<file path="config.mk">
export PLATFORM = sky130hd
export DESIGN_NAME = periodic_task_service_timer_flat
export DESIGN_NICKNAME = d
export VERILOG_FILES = /design/src/sv/pst_pkg.sv /design/src/sv/pst_channels.sv /design/src/sv/pst_eval.sv /design/src/sv/periodic_task_service_timer.sv /design/src/flat_wrapper.sv
export VERILOG_INCLUDE_DIRS = /design/src /design/src/sv
export SDC_FILE = /design/constraint.sdc
export NUM_CORES = 1
export LEC_CHECK = 0
export BUFFER_PORTS_ARGS = -buffer_cell sky130_fd_sc_hd__buf_2
export CAP_MARGIN = 20
export CELL_PAD_IN_SITES_DETAIL_PLACEMENT = 0
export CELL_PAD_IN_SITES_GLOBAL_PLACEMENT = 2
export CORE_ASPECT_RATIO = 1.1
export CORE_MARGIN = 2
export CORE_UTILIZATION = 25
export CTS_CLUSTER_SIZE = 14
export DETAILED_ROUTE_END_ITERATION = 16
export PLACE_DENSITY_LB_ADDON = 0.05
export SLEW_MARGIN = 30
export SYNTH_ARGS = -nofsm -noshare
export SYNTH_HDL_FRONTEND = slang
export SYNTH_SLANG_ARGS = --single-unit
</file>
<file path="constraint.sdc">
create_clock -name clk_i -period 8.6 [get_ports clk_i]
set_input_delay 1.72 -clock clk_i [delete_from_list [all_inputs] [get_ports clk_i]]
set_output_delay 1.72 -clock clk_i [all_outputs]
set_load 0.02 [all_outputs]
</file>
<file path="src/sv/periodic_task_service_timer_defines.svh">
// Assertion macros for the periodic task service timer.
// Depends on nothing; the including module must provide clk_i and rst_ni.
`ifndef PERIODIC_TASK_SERVICE_TIMER_DEFINES_SVH
`define PERIODIC_TASK_SERVICE_TIMER_DEFINES_SVH

// Same-cycle implication, checked at every rising clock edge outside reset.
`define PST_ASSERT_NOW(label, ante, cons, msg) \
  label: assert property (@(posedge clk_i) disable iff (!rst_ni) (ante) |-> (cons)) \
    else $error(msg);

// Next-cycle implication, checked at every rising clock edge outside reset.
`define PST_ASSERT_NEXT(label, ante, cons, msg) \
  label: assert property (@(posedge clk_i) disable iff (!rst_ni) (ante) |=> (cons)) \
    else $error(msg);

`endif

</file>
<file path="src/sv/pst_pkg.sv">
// Shared types and constants for the periodic task service timer.
// Used by the channel interfaces, the evaluation logic and the top level.
package pst_pkg;

  typedef enum logic [1:0] {
    KIND_TICK    = 2'd0,
    KIND_ENABLE  = 2'd1,
    KIND_DISABLE = 2'd2,
    KIND_FORCE   = 2'd3
  } kind_e;

  typedef enum logic [1:0] {
    REG_PERIOD      = 2'd0,
    REG_ITER_LIMIT  = 2'd1,
    REG_OVERDUE_THR = 2'd2
  } cfg_reg_e;

  localparam int unsigned TimeW   = 32;
  localparam int unsigned PeriodW = 16;
  localparam int unsigned IterW   = 16;
  localparam int unsigned ThrW    = 15;
  localparam int unsigned BehindW = 16;
  localparam int unsigned CfgIdxW = 2;
  localparam int unsigned CfgW    = 16;

  localparam logic signed [IterW-1:0] IterForever = -16'sd1;

  // Task state carried from one item to the next.
  typedef struct packed {
    logic                     enabled;
    logic                     force_pending;
    logic [TimeW-1:0]         scheduled_time;
    logic signed [IterW-1:0]  remaining;
    logic [BehindW-1:0]       behind_count;
  } state_t;

  // Configuration seen by the evaluation logic.
  typedef struct packed {
    logic [PeriodW-1:0] period;
    logic [ThrW-1:0]    overdue_threshold;
  } cfg_t;

  // One result item.
  typedef struct packed {
    logic                    serviced;
    logic                    overscheduled;
    logic                    finished;
    logic signed [IterW-1:0] iterations_left;
  } result_t;

endpackage

</file>
<file path="src/sv/pst_channels.sv">
// Valid/ready channel interfaces for the periodic task service timer.
// Depends on pst_pkg for field widths.
interface pst_item_if;
  logic                        valid;
  logic                        ready;
  logic [1:0]                  kind;
  logic [pst_pkg::TimeW-1:0]   now;

  modport source (output valid, kind, now, input ready);
  modport sink   (input valid, kind, now, output ready);
endinterface

interface pst_result_if;
  logic                               valid;
  logic                               ready;
  logic                               serviced;
  logic                               overscheduled;
  logic                               finished;
  logic signed [pst_pkg::IterW-1:0]   iterations_left;

  modport source (output valid, serviced, overscheduled, finished, iterations_left,
                  input ready);
  modport sink   (input valid, serviced, overscheduled, finished, iterations_left,
                  output ready);
endinterface

interface pst_cfg_if;
  logic                          valid;
  logic                          ready;
  logic [pst_pkg::CfgIdxW-1:0]   index;
  logic [pst_pkg::CfgW-1:0]      data;

  modport source (output valid, index, data, input ready);
  modport sink   (input valid, index, data, output ready);
endinterface

</file>
<file path="src/sv/pst_eval.sv">
// Single-pass evaluation of one item against the task state.
// Depends on pst_pkg for the state, configuration and result types.
module pst_eval (
  input  logic [1:0]                 kind_i,
  input  logic [pst_pkg::TimeW-1:0]  now_i,
  input  pst_pkg::cfg_t              cfg_i,
  input  pst_pkg::state_t            state_i,
  output pst_pkg::state_t            state_o,
  output pst_pkg::result_t           result_o
);

  logic                          period_zero;
  logic [pst_pkg::TimeW-1:0]     period_ext;
  logic                          time_ok;
  logic                          iter_ok;
  logic                          forced;
  logic [pst_pkg::TimeW-1:0]     sched_new;
  logic                          late;
  logic [pst_pkg::BehindW-1:0]   behind_inc;
  logic signed [pst_pkg::IterW-1:0] rem_dec;

  assign period_zero = (cfg_i.period == '0);
  assign period_ext  = {{(pst_pkg::TimeW - pst_pkg::PeriodW){1'b0}}, cfg_i.period};
  assign time_ok     = period_zero || ((now_i - state_i.scheduled_time) >= period_ext);
  assign iter_ok     = (state_i.remaining == pst_pkg::IterForever) ||
                       (state_i.remaining > 16'sd0);
  assign forced      = state_i.force_pending;

  // A normal service advances the schedule; a forced one keeps it.
  always_comb begin
    if (forced) begin
      sched_new = state_i.scheduled_time;
    end else if (period_zero) begin
      sched_new = now_i;
    end else begin
      sched_new = state_i.scheduled_time + period_ext;
    end
  end

  // The late check looks at the schedule after the update.
  assign late       = (now_i - sched_new) >= period_ext;
  assign behind_inc = state_i.behind_count + 16'd1;
  assign rem_dec    = state_i.remaining - 16'sd1;

  always_comb begin
    state_o  = state_i;
    result_o = '0;
    unique case (pst_pkg::kind_e'(kind_i))
      pst_pkg::KIND_ENABLE:  state_o.enabled       = 1'b1;
      pst_pkg::KIND_DISABLE: state_o.enabled       = 1'b0;
      pst_pkg::KIND_FORCE:   state_o.force_pending = 1'b1;
      pst_pkg::KIND_TICK: begin
        if (state_i.enabled && (forced || (time_ok && iter_ok))) begin
          result_o.serviced      = 1'b1;
          state_o.scheduled_time = sched_new;
          state_o.force_pending  = 1'b0;
          if ((cfg_i.overdue_threshold != '0) && late) begin
            if (behind_inc >= {1'b0, cfg_i.overdue_threshold}) begin
              result_o.overscheduled = 1'b1;
              state_o.behind_count   = '0;
            end else begin
              state_o.behind_count   = behind_inc;
            end
          end else begin
            state_o.behind_count = '0;
          end
          if (!forced && (state_i.remaining > 16'sd0)) begin
            state_o.remaining = rem_dec;
            if (rem_dec == 16'sd0) begin
              result_o.finished = 1'b1;
              state_o.enabled   = 1'b0;
            end
          end
        end
      end
      default: state_o = state_i;
    endcase
    result_o.iterations_left = state_o.remaining;
  end

endmodule

</file>
<file path="src/sv/periodic_task_service_timer.sv">
// Periodic task service timer: an accepted item passes the input register, then the result
// register; throughput is one item per cycle, set by the single-pass evaluation between
// the two registers, stalling only when the result is held.
// Reset clears the task state (disabled, no force pending, schedule zero, iterations
// forever, behind count zero) and the registers (period zero, threshold zero).
// Depends on pst_pkg, pst_channels, pst_eval and periodic_task_service_timer_defines.svh.
`include "periodic_task_service_timer_defines.svh"

module periodic_task_service_timer (
  input  logic               clk_i,
  input  logic               rst_ni,
  pst_cfg_if.sink            cfg_i,
  pst_item_if.sink           item_i,
  pst_result_if.source       result_o
);

  // Input register stage holding one accepted item.
  logic                         in_valid_q, in_valid_d;
  logic [1:0]                   in_kind_q;
  logic [pst_pkg::TimeW-1:0]    in_now_q;

  // Result register stage.
  logic                         out_valid_q, out_valid_d;
  pst_pkg::result_t             out_q;

  // Task state and configuration.
  pst_pkg::state_t              state_q, state_d;
  pst_pkg::cfg_t                cfg_q;

  pst_pkg::state_t              eval_state;
  pst_pkg::result_t             eval_result;

  logic                         advance;
  logic                         in_fire;
  logic                         load;
  logic                         cfg_fire;

  // The stage moves forward whenever the result register is empty or being drained.
  // The input register takes a new item when it is empty or moving forward, so the
  // input stalls only while both registers hold items and the result is still waiting.
  assign advance       = !out_valid_q || result_o.ready;
  assign item_i.ready  = !in_valid_q || advance;
  assign in_fire       = item_i.valid && item_i.ready;
  assign load          = in_valid_q && advance;

  // Configuration is taken at any time; the user must write it only while the block is idle, which it does not enforce.
  assign cfg_i.ready   = 1'b1;
  assign cfg_fire      = cfg_i.valid;

  assign in_valid_d  = in_fire ? 1'b1 : (load ? 1'b0 : in_valid_q);
  assign out_valid_d = load ? 1'b1 : (result_o.ready ? 1'b0 : out_valid_q);

  pst_eval u_eval (
    .kind_i   (in_kind_q),
    .now_i    (in_now_q),
    .cfg_i    (cfg_q),
    .state_i  (state_q),
    .state_o  (eval_state),
    .result_o (eval_result)
  );

  // Writing the iteration limit reloads the remaining count directly.
  always_comb begin
    state_d = state_q;
    if (load) begin
      state_d = eval_state;
    end
    if (cfg_fire && (pst_pkg::cfg_reg_e'(cfg_i.index) == pst_pkg::REG_ITER_LIMIT)) begin
      state_d.remaining = $signed(cfg_i.data[pst_pkg::IterW-1:0]);
    end
  end

  always_ff @(posedge clk_i or negedge rst_ni) begin
    if (!rst_ni) begin
      in_valid_q  <= 1'b0;
      out_valid_q <= 1'b0;
      state_q     <= '{enabled: 1'b0, force_pending: 1'b0, scheduled_time: '0,
                       remaining: pst_pkg::IterForever, behind_count: '0};
      cfg_q       <= '0;
    end else begin
      in_valid_q  <= in_valid_d;
      out_valid_q <= out_valid_d;
      state_q     <= state_d;
      if (cfg_fire) begin
        unique case (pst_pkg::cfg_reg_e'(cfg_i.index))
          pst_pkg::REG_PERIOD:      cfg_q.period <= cfg_i.data[pst_pkg::PeriodW-1:0];
          pst_pkg::REG_OVERDUE_THR: cfg_q.overdue_threshold <= cfg_i.data[pst_pkg::ThrW-1:0];
          pst_pkg::REG_ITER_LIMIT:  cfg_q <= cfg_q;
          default:                  cfg_q <= cfg_q;
        endcase
      end
    end
  end

  // Payload registers carry no reset.
  always_ff @(posedge clk_i) begin
    if (in_fire) begin
      in_kind_q <= item_i.kind;
      in_now_q  <= item_i.now;
    end
    if (load) begin
      out_q <= eval_result;
    end
  end

  assign result_o.valid           = out_valid_q;
  assign result_o.serviced        = out_q.serviced;
  assign result_o.overscheduled   = out_q.overscheduled;
  assign result_o.finished        = out_q.finished;
  assign result_o.iterations_left = out_q.iterations_left;

  // A finishing service leaves the task disabled.
  `PST_ASSERT_NEXT(a_finish_disables, load && eval_result.finished, !state_q.enabled,
                   "finished result did not disable the task")
  // Only ticks can produce a service.
  `PST_ASSERT_NEXT(a_service_only_on_tick,
                   load && (pst_pkg::kind_e'(in_kind_q) != pst_pkg::KIND_TICK),
                   !out_q.serviced, "non-tick item reported a service")
  // The remaining count moves only with an evaluated item or a limit write.
  `PST_ASSERT_NEXT(a_remaining_stable, !load && !cfg_fire, $stable(state_q.remaining),
                   "remaining count changed without cause")
  // An accepted item always lands in the input register.
  `PST_ASSERT_NEXT(a_input_captured, in_fire, in_valid_q,
                   "accepted item was not captured")

endmodule
</file>
<file path="src/flat_wrapper.sv">
// flat-port wrapper written by rule: the top's interface ports become plain ports
module periodic_task_service_timer_flat 
  (clk_i, rst_ni, cfg_i_valid, cfg_i_index, cfg_i_data, cfg_i_ready, item_i_valid, item_i_kind, item_i_now, item_i_ready, result_o_valid, result_o_serviced, result_o_overscheduled, result_o_finished, result_o_iterations_left, result_o_ready);
  pst_cfg_if cfg_i_i ();
  pst_item_if item_i_i ();
  pst_result_if result_o_i ();
  input  logic clk_i;
  input  logic rst_ni;
  input wire logic [$bits(cfg_i_i.valid)-1:0] cfg_i_valid;
  input wire logic [$bits(cfg_i_i.index)-1:0] cfg_i_index;
  input wire logic [$bits(cfg_i_i.data)-1:0] cfg_i_data;
  output wire logic [$bits(cfg_i_i.ready)-1:0] cfg_i_ready;
  input wire logic [$bits(item_i_i.valid)-1:0] item_i_valid;
  input wire logic [$bits(item_i_i.kind)-1:0] item_i_kind;
  input wire logic [$bits(item_i_i.now)-1:0] item_i_now;
  output wire logic [$bits(item_i_i.ready)-1:0] item_i_ready;
  output wire logic [$bits(result_o_i.valid)-1:0] result_o_valid;
  output wire logic [$bits(result_o_i.serviced)-1:0] result_o_serviced;
  output wire logic [$bits(result_o_i.overscheduled)-1:0] result_o_overscheduled;
  output wire logic [$bits(result_o_i.finished)-1:0] result_o_finished;
  output wire logic [$bits(result_o_i.iterations_left)-1:0] result_o_iterations_left;
  input wire logic [$bits(result_o_i.ready)-1:0] result_o_ready;
  assign cfg_i_i.valid = cfg_i_valid;
  assign cfg_i_i.index = cfg_i_index;
  assign cfg_i_i.data = cfg_i_data;
  assign cfg_i_ready = cfg_i_i.ready;
  assign item_i_i.valid = item_i_valid;
  assign item_i_i.kind = item_i_kind;
  assign item_i_i.now = item_i_now;
  assign item_i_ready = item_i_i.ready;
  assign result_o_valid = result_o_i.valid;
  assign result_o_serviced = result_o_i.serviced;
  assign result_o_overscheduled = result_o_i.overscheduled;
  assign result_o_finished = result_o_i.finished;
  assign result_o_iterations_left = result_o_i.iterations_left;
  assign result_o_i.ready = result_o_ready;
  periodic_task_service_timer u_core (.clk_i(clk_i), .rst_ni(rst_ni), .cfg_i(cfg_i_i), .item_i(item_i_i), .result_o(result_o_i));
endmodule
</file>
==> key figures <==
GRT
  • First-pass GRT wire length: about 86 mm
  • GRT Util Overall: approximately a fifth
  • Vias in the first global route: 13098
  • Pin count of the biggest net entering global routing: 66
  • Total gr overflow: 0
  • Initial antenna violation count: 1

Die
  • Starting Density: 25.3%
  • Full die area: 58900 µm²
  • Core area: between 50000 and 60000 µm²
  • Die span in x: 232 µm
  • Chip height: 254 µm
  • I/O pins: 79
  • # rows: between 90 and 100

STA
  • Final setup violation count: 0
  • Max-slew headroom: 34.7%
  • Unrepaired setup endpoints after global routing: false
  • Final Hold Fails: 0
  • Clock skew: 0.0118 ns
  • Tmin final: 8.10 ns
  • Least-Margin Pin Slew: 0.971 ns
  • Total negative slack: 0 ns
  • Fin crit share: 94.2%
  • Max-slew violations: 0
  • Maximum clock frequency: ~120 MHz

Clock network
  • H-tree Lvls: 4
  • Number of CTS-inserted buffers: 17
  • Worst-Skew Late Latency: around 0.5 ns
  • Post-CTS sizing: 0
  • Setup Buffers After CTS: 0
  • CTS tree: yes
  • CTS Hold Bufs: 0
  • Clk slew on worst S/H paths: 0.07 ns
  • CTS max path bufs: 2
  • Clock root cell: clkbuf_16
  • CTS Sinks: approximately 150

Yosys
  • Synthesized cell area: 14200 µm²
  • Syn Nets: approximately 1900
  • Distinct cells, synth: 95
  • Syn Area/Cell: 8.37 µm²
  • Synthesized flop and latch total: 152
  • Main synth FF type: dfrtp_1
  • FFs w/ async S/R, synth: roughly two thirds
  • Post-synthesis sequential area ratio: 28.7%
  • EDFF count, synth: 53
  • Post-synthesis cell count: 1702
  • Ys Warns: 0

Drt
  • Routed Wire Length: 57.8 mm
  • Drt wl/cell: 23.2 µm
  • Antenna-violating nets left: 0
  • Vias per std cell: between 5 and 6
  • Via count: 13058
  • Remaining DRCs: 0
  • Initial drt markers: 849
  • Pre-Repair DR Iteration Count: 5

Layout
  • Most frequent cells in the layout: nand2_1, nor2_1, ha_1, o21ai_0, a21oi_1
  • Final net count: 1905
  • N_diodes: 0
  • Commonest non-fill, non-tap cell in the layout: nand2_1
  • Area Overhead vs Synth: 12.4%
  • Ratio of cells with drive above 1 in the final layout: between 10% and 20%
  • Core Util, Final: 28.5%

Power
  • Pleak: between 6 and 7 nW
  • Maximum VDD drop: roughly 0.23 mV
  • Reg power frac: 18.3%
  • PD cells: 380 nW/µm²
  • Sw Share: 51.9%
  • Gate power share: 69.0%
  • Clock power share: approximately an eighth
  • P_int: 2.93 mW
  • P_sw: 3.16 mW

Critical path
  • Slowest CP cell: a211oi_1
  • Crit Path Category: reg2reg
  • Worst Setup SP: u_core.cfg_q[15]$_DFFE_PN0P_
  • Crit-path max FO: 7
  • CP endpoint kind: flip-flop
  • Worst EP arrival: 8.49 ns
  • Worst r2r src: u_core.cfg_q[15]$_DFFE_PN0P_
  • Slowest stage delay, CP: 0.58 ns
  • CP startpoint kind: flip-flop
  • CP Data Required Time: between 8 and 9 ns

Placed design
  • Port-buffer cells: 77
  • Placer Congestion: 0.831
  • Post-DP HPWL: 45.8 mm

Hold path
  • HP Class: reg2reg
  • Hold Crit Start: u_core.in_valid_q$_DFFE_PN0P_

Outcome
  • Status: finished clean

Job
  • Max-cap violations: 0
[path summary, 6_finish.rpt]
check / to / cells after the start / slack [ns]
worst min-delay path: u_core.result_o.valid$_DFFE_PN0P_ / 1 / 0.51
worst min register to register: u_core.result_o.valid$_DFFE_PN0P_ / 1 / 0.51
max in group asynchronous: u_core.state_q[53]$_DFFE_PN0P_ / 2 / 6.06
worst max-delay path: u_core.state_q[13]$_DFFE_PN0P_ / 31 / 0.50
worst max register to register: u_core.state_q[13]$_DFFE_PN0P_ / 31 / 0.50
min in group asynchronous: u_core.result_o.valid$_DFFE_PN0P_ / 1 / 1.25
[flip-flops by register name, summed over array words and instances (netlist names)]
signal                           count
u_core.result_o.finished             1
u_core.result_o.iterations_left     16
u_core.in_now_q                     32
u_core.result_o.serviced             1
u_core.in_kind_q                     2
u_core.in_valid_q                    1
u_core.cfg_q                        31
u_core.state_q                      66
u_core.result_o.valid                1
u_core.result_o.overscheduled        1
[per-layer routing]
| layer | part of all wire, % | GRT usage, % |
|---|---|---|
| met5 | 0 | 0 |
| met4 | 3.3 | 7.89 |
| met3 | 2.9 | 3.13 |
| met2 | 52 | 36.4 |
| met1 | 42 | 23.2 |
[synth_stat cells (all sizes together) (24+ instances only)]
| cell type | instances | area share [%] |
|---|---|---|
| a21o | 44 | 2.3 |
| a21oi | 108 | 3.8 |
| a31oi | 24 | 1.1 |
| and3 | 31 | 1.4 |
| clkbuf | 71 | 1.9 |
| dfrtp | 83 | 15 |
| edfxtp | 53 | 11 |
| ha | 113 | 9.9 |
| inv | 101 | 2.7 |
| mux2i | 26 | 1.9 |
| nand2 | 144 | 3.8 |
| nand3 | 54 | 1.9 |
| nor2 | 127 | 3.4 |
| nor3 | 34 | 1.2 |
| o211ai | 27 | 1.4 |
| o21ai | 118 | 4.2 |
| xnor2 | 66 | 4.1 |
| xor2 | 45 | 2.8 |
[critical path, delay by kind of cell, from the launching register on]
kind | cells | cell delay (ns)
buf+inv | 1 | 0.21
fa+ha+maj | 4 | 1.29
compound gates | 21 | 5.13
xor+xnor | 2 | 0.28
simple gates | 3 | 0.61
flops | 1 | 0.46
[per-stage QoR]
| stage | setup WS [ns] | total power [mW] | hold slack [ns] | instances | area, µm² |
|---|---|---|---|---|---|
| global placement | 0.655 | 5.36 | 0.489 | 2456 | 15400 |
| finish | 0.498 | 6.09 | 0.508 | 2489 | 16000 |
| floorplan | 1.57 | 4.02 | 0.457 | 1702 | 14200 |
| CTS | 0.499 | 6.18 | 0.510 | 2489 | 16000 |
| detailed placement | 0.561 | 5.34 | 0.488 | 2457 | 15400 |
| global route | 0.00721 | 6.66 | 0.523 | 2489 | 16000 |
[cell type report]
class / count / area [µm²]
inverters: 102 / 383
well taps: 744 / 931
fillers: 6175 / 40200
multi-input cells: 1356 / 9440
flip-flops and latches: 152 / 4090
clock inverters: 14 / 134
clock buffers: 18 / 439
repair buffers: 103 / 603
[power groups by stage]
stage               Combinational (mW)  Clock [mW]  Sequential, mW
floorplan                         3.01           0            1.01
global placement                  4.23           0            1.14
detailed placement                4.20           0            1.13
CTS                               4.23       0.824            1.12
global route                      4.68       0.838            1.14
finish                            4.20       0.774            1.12
[cells by family (layout without fill, tap and decap cells)]
logic type / Yosys count / count (layout) / share of synthesized area, %
AND/OR/NAND/NOR: 541 / 541 / 18.9
AO/OA/AOI/OAI: 529 / 529 / 25.1
buffers and inverters: 194 / 237 / 5.32
flip-flops: 152 / 152 / 28.7
adder cells (fa/ha/maj): 122 / 122 / 10.8
XOR/XNOR: 116 / 116 / 7.62
multiplexers: 47 / 47 / 3.51
other: 1 / 1 / 0.0263
(Power assumes the default switching activity.)
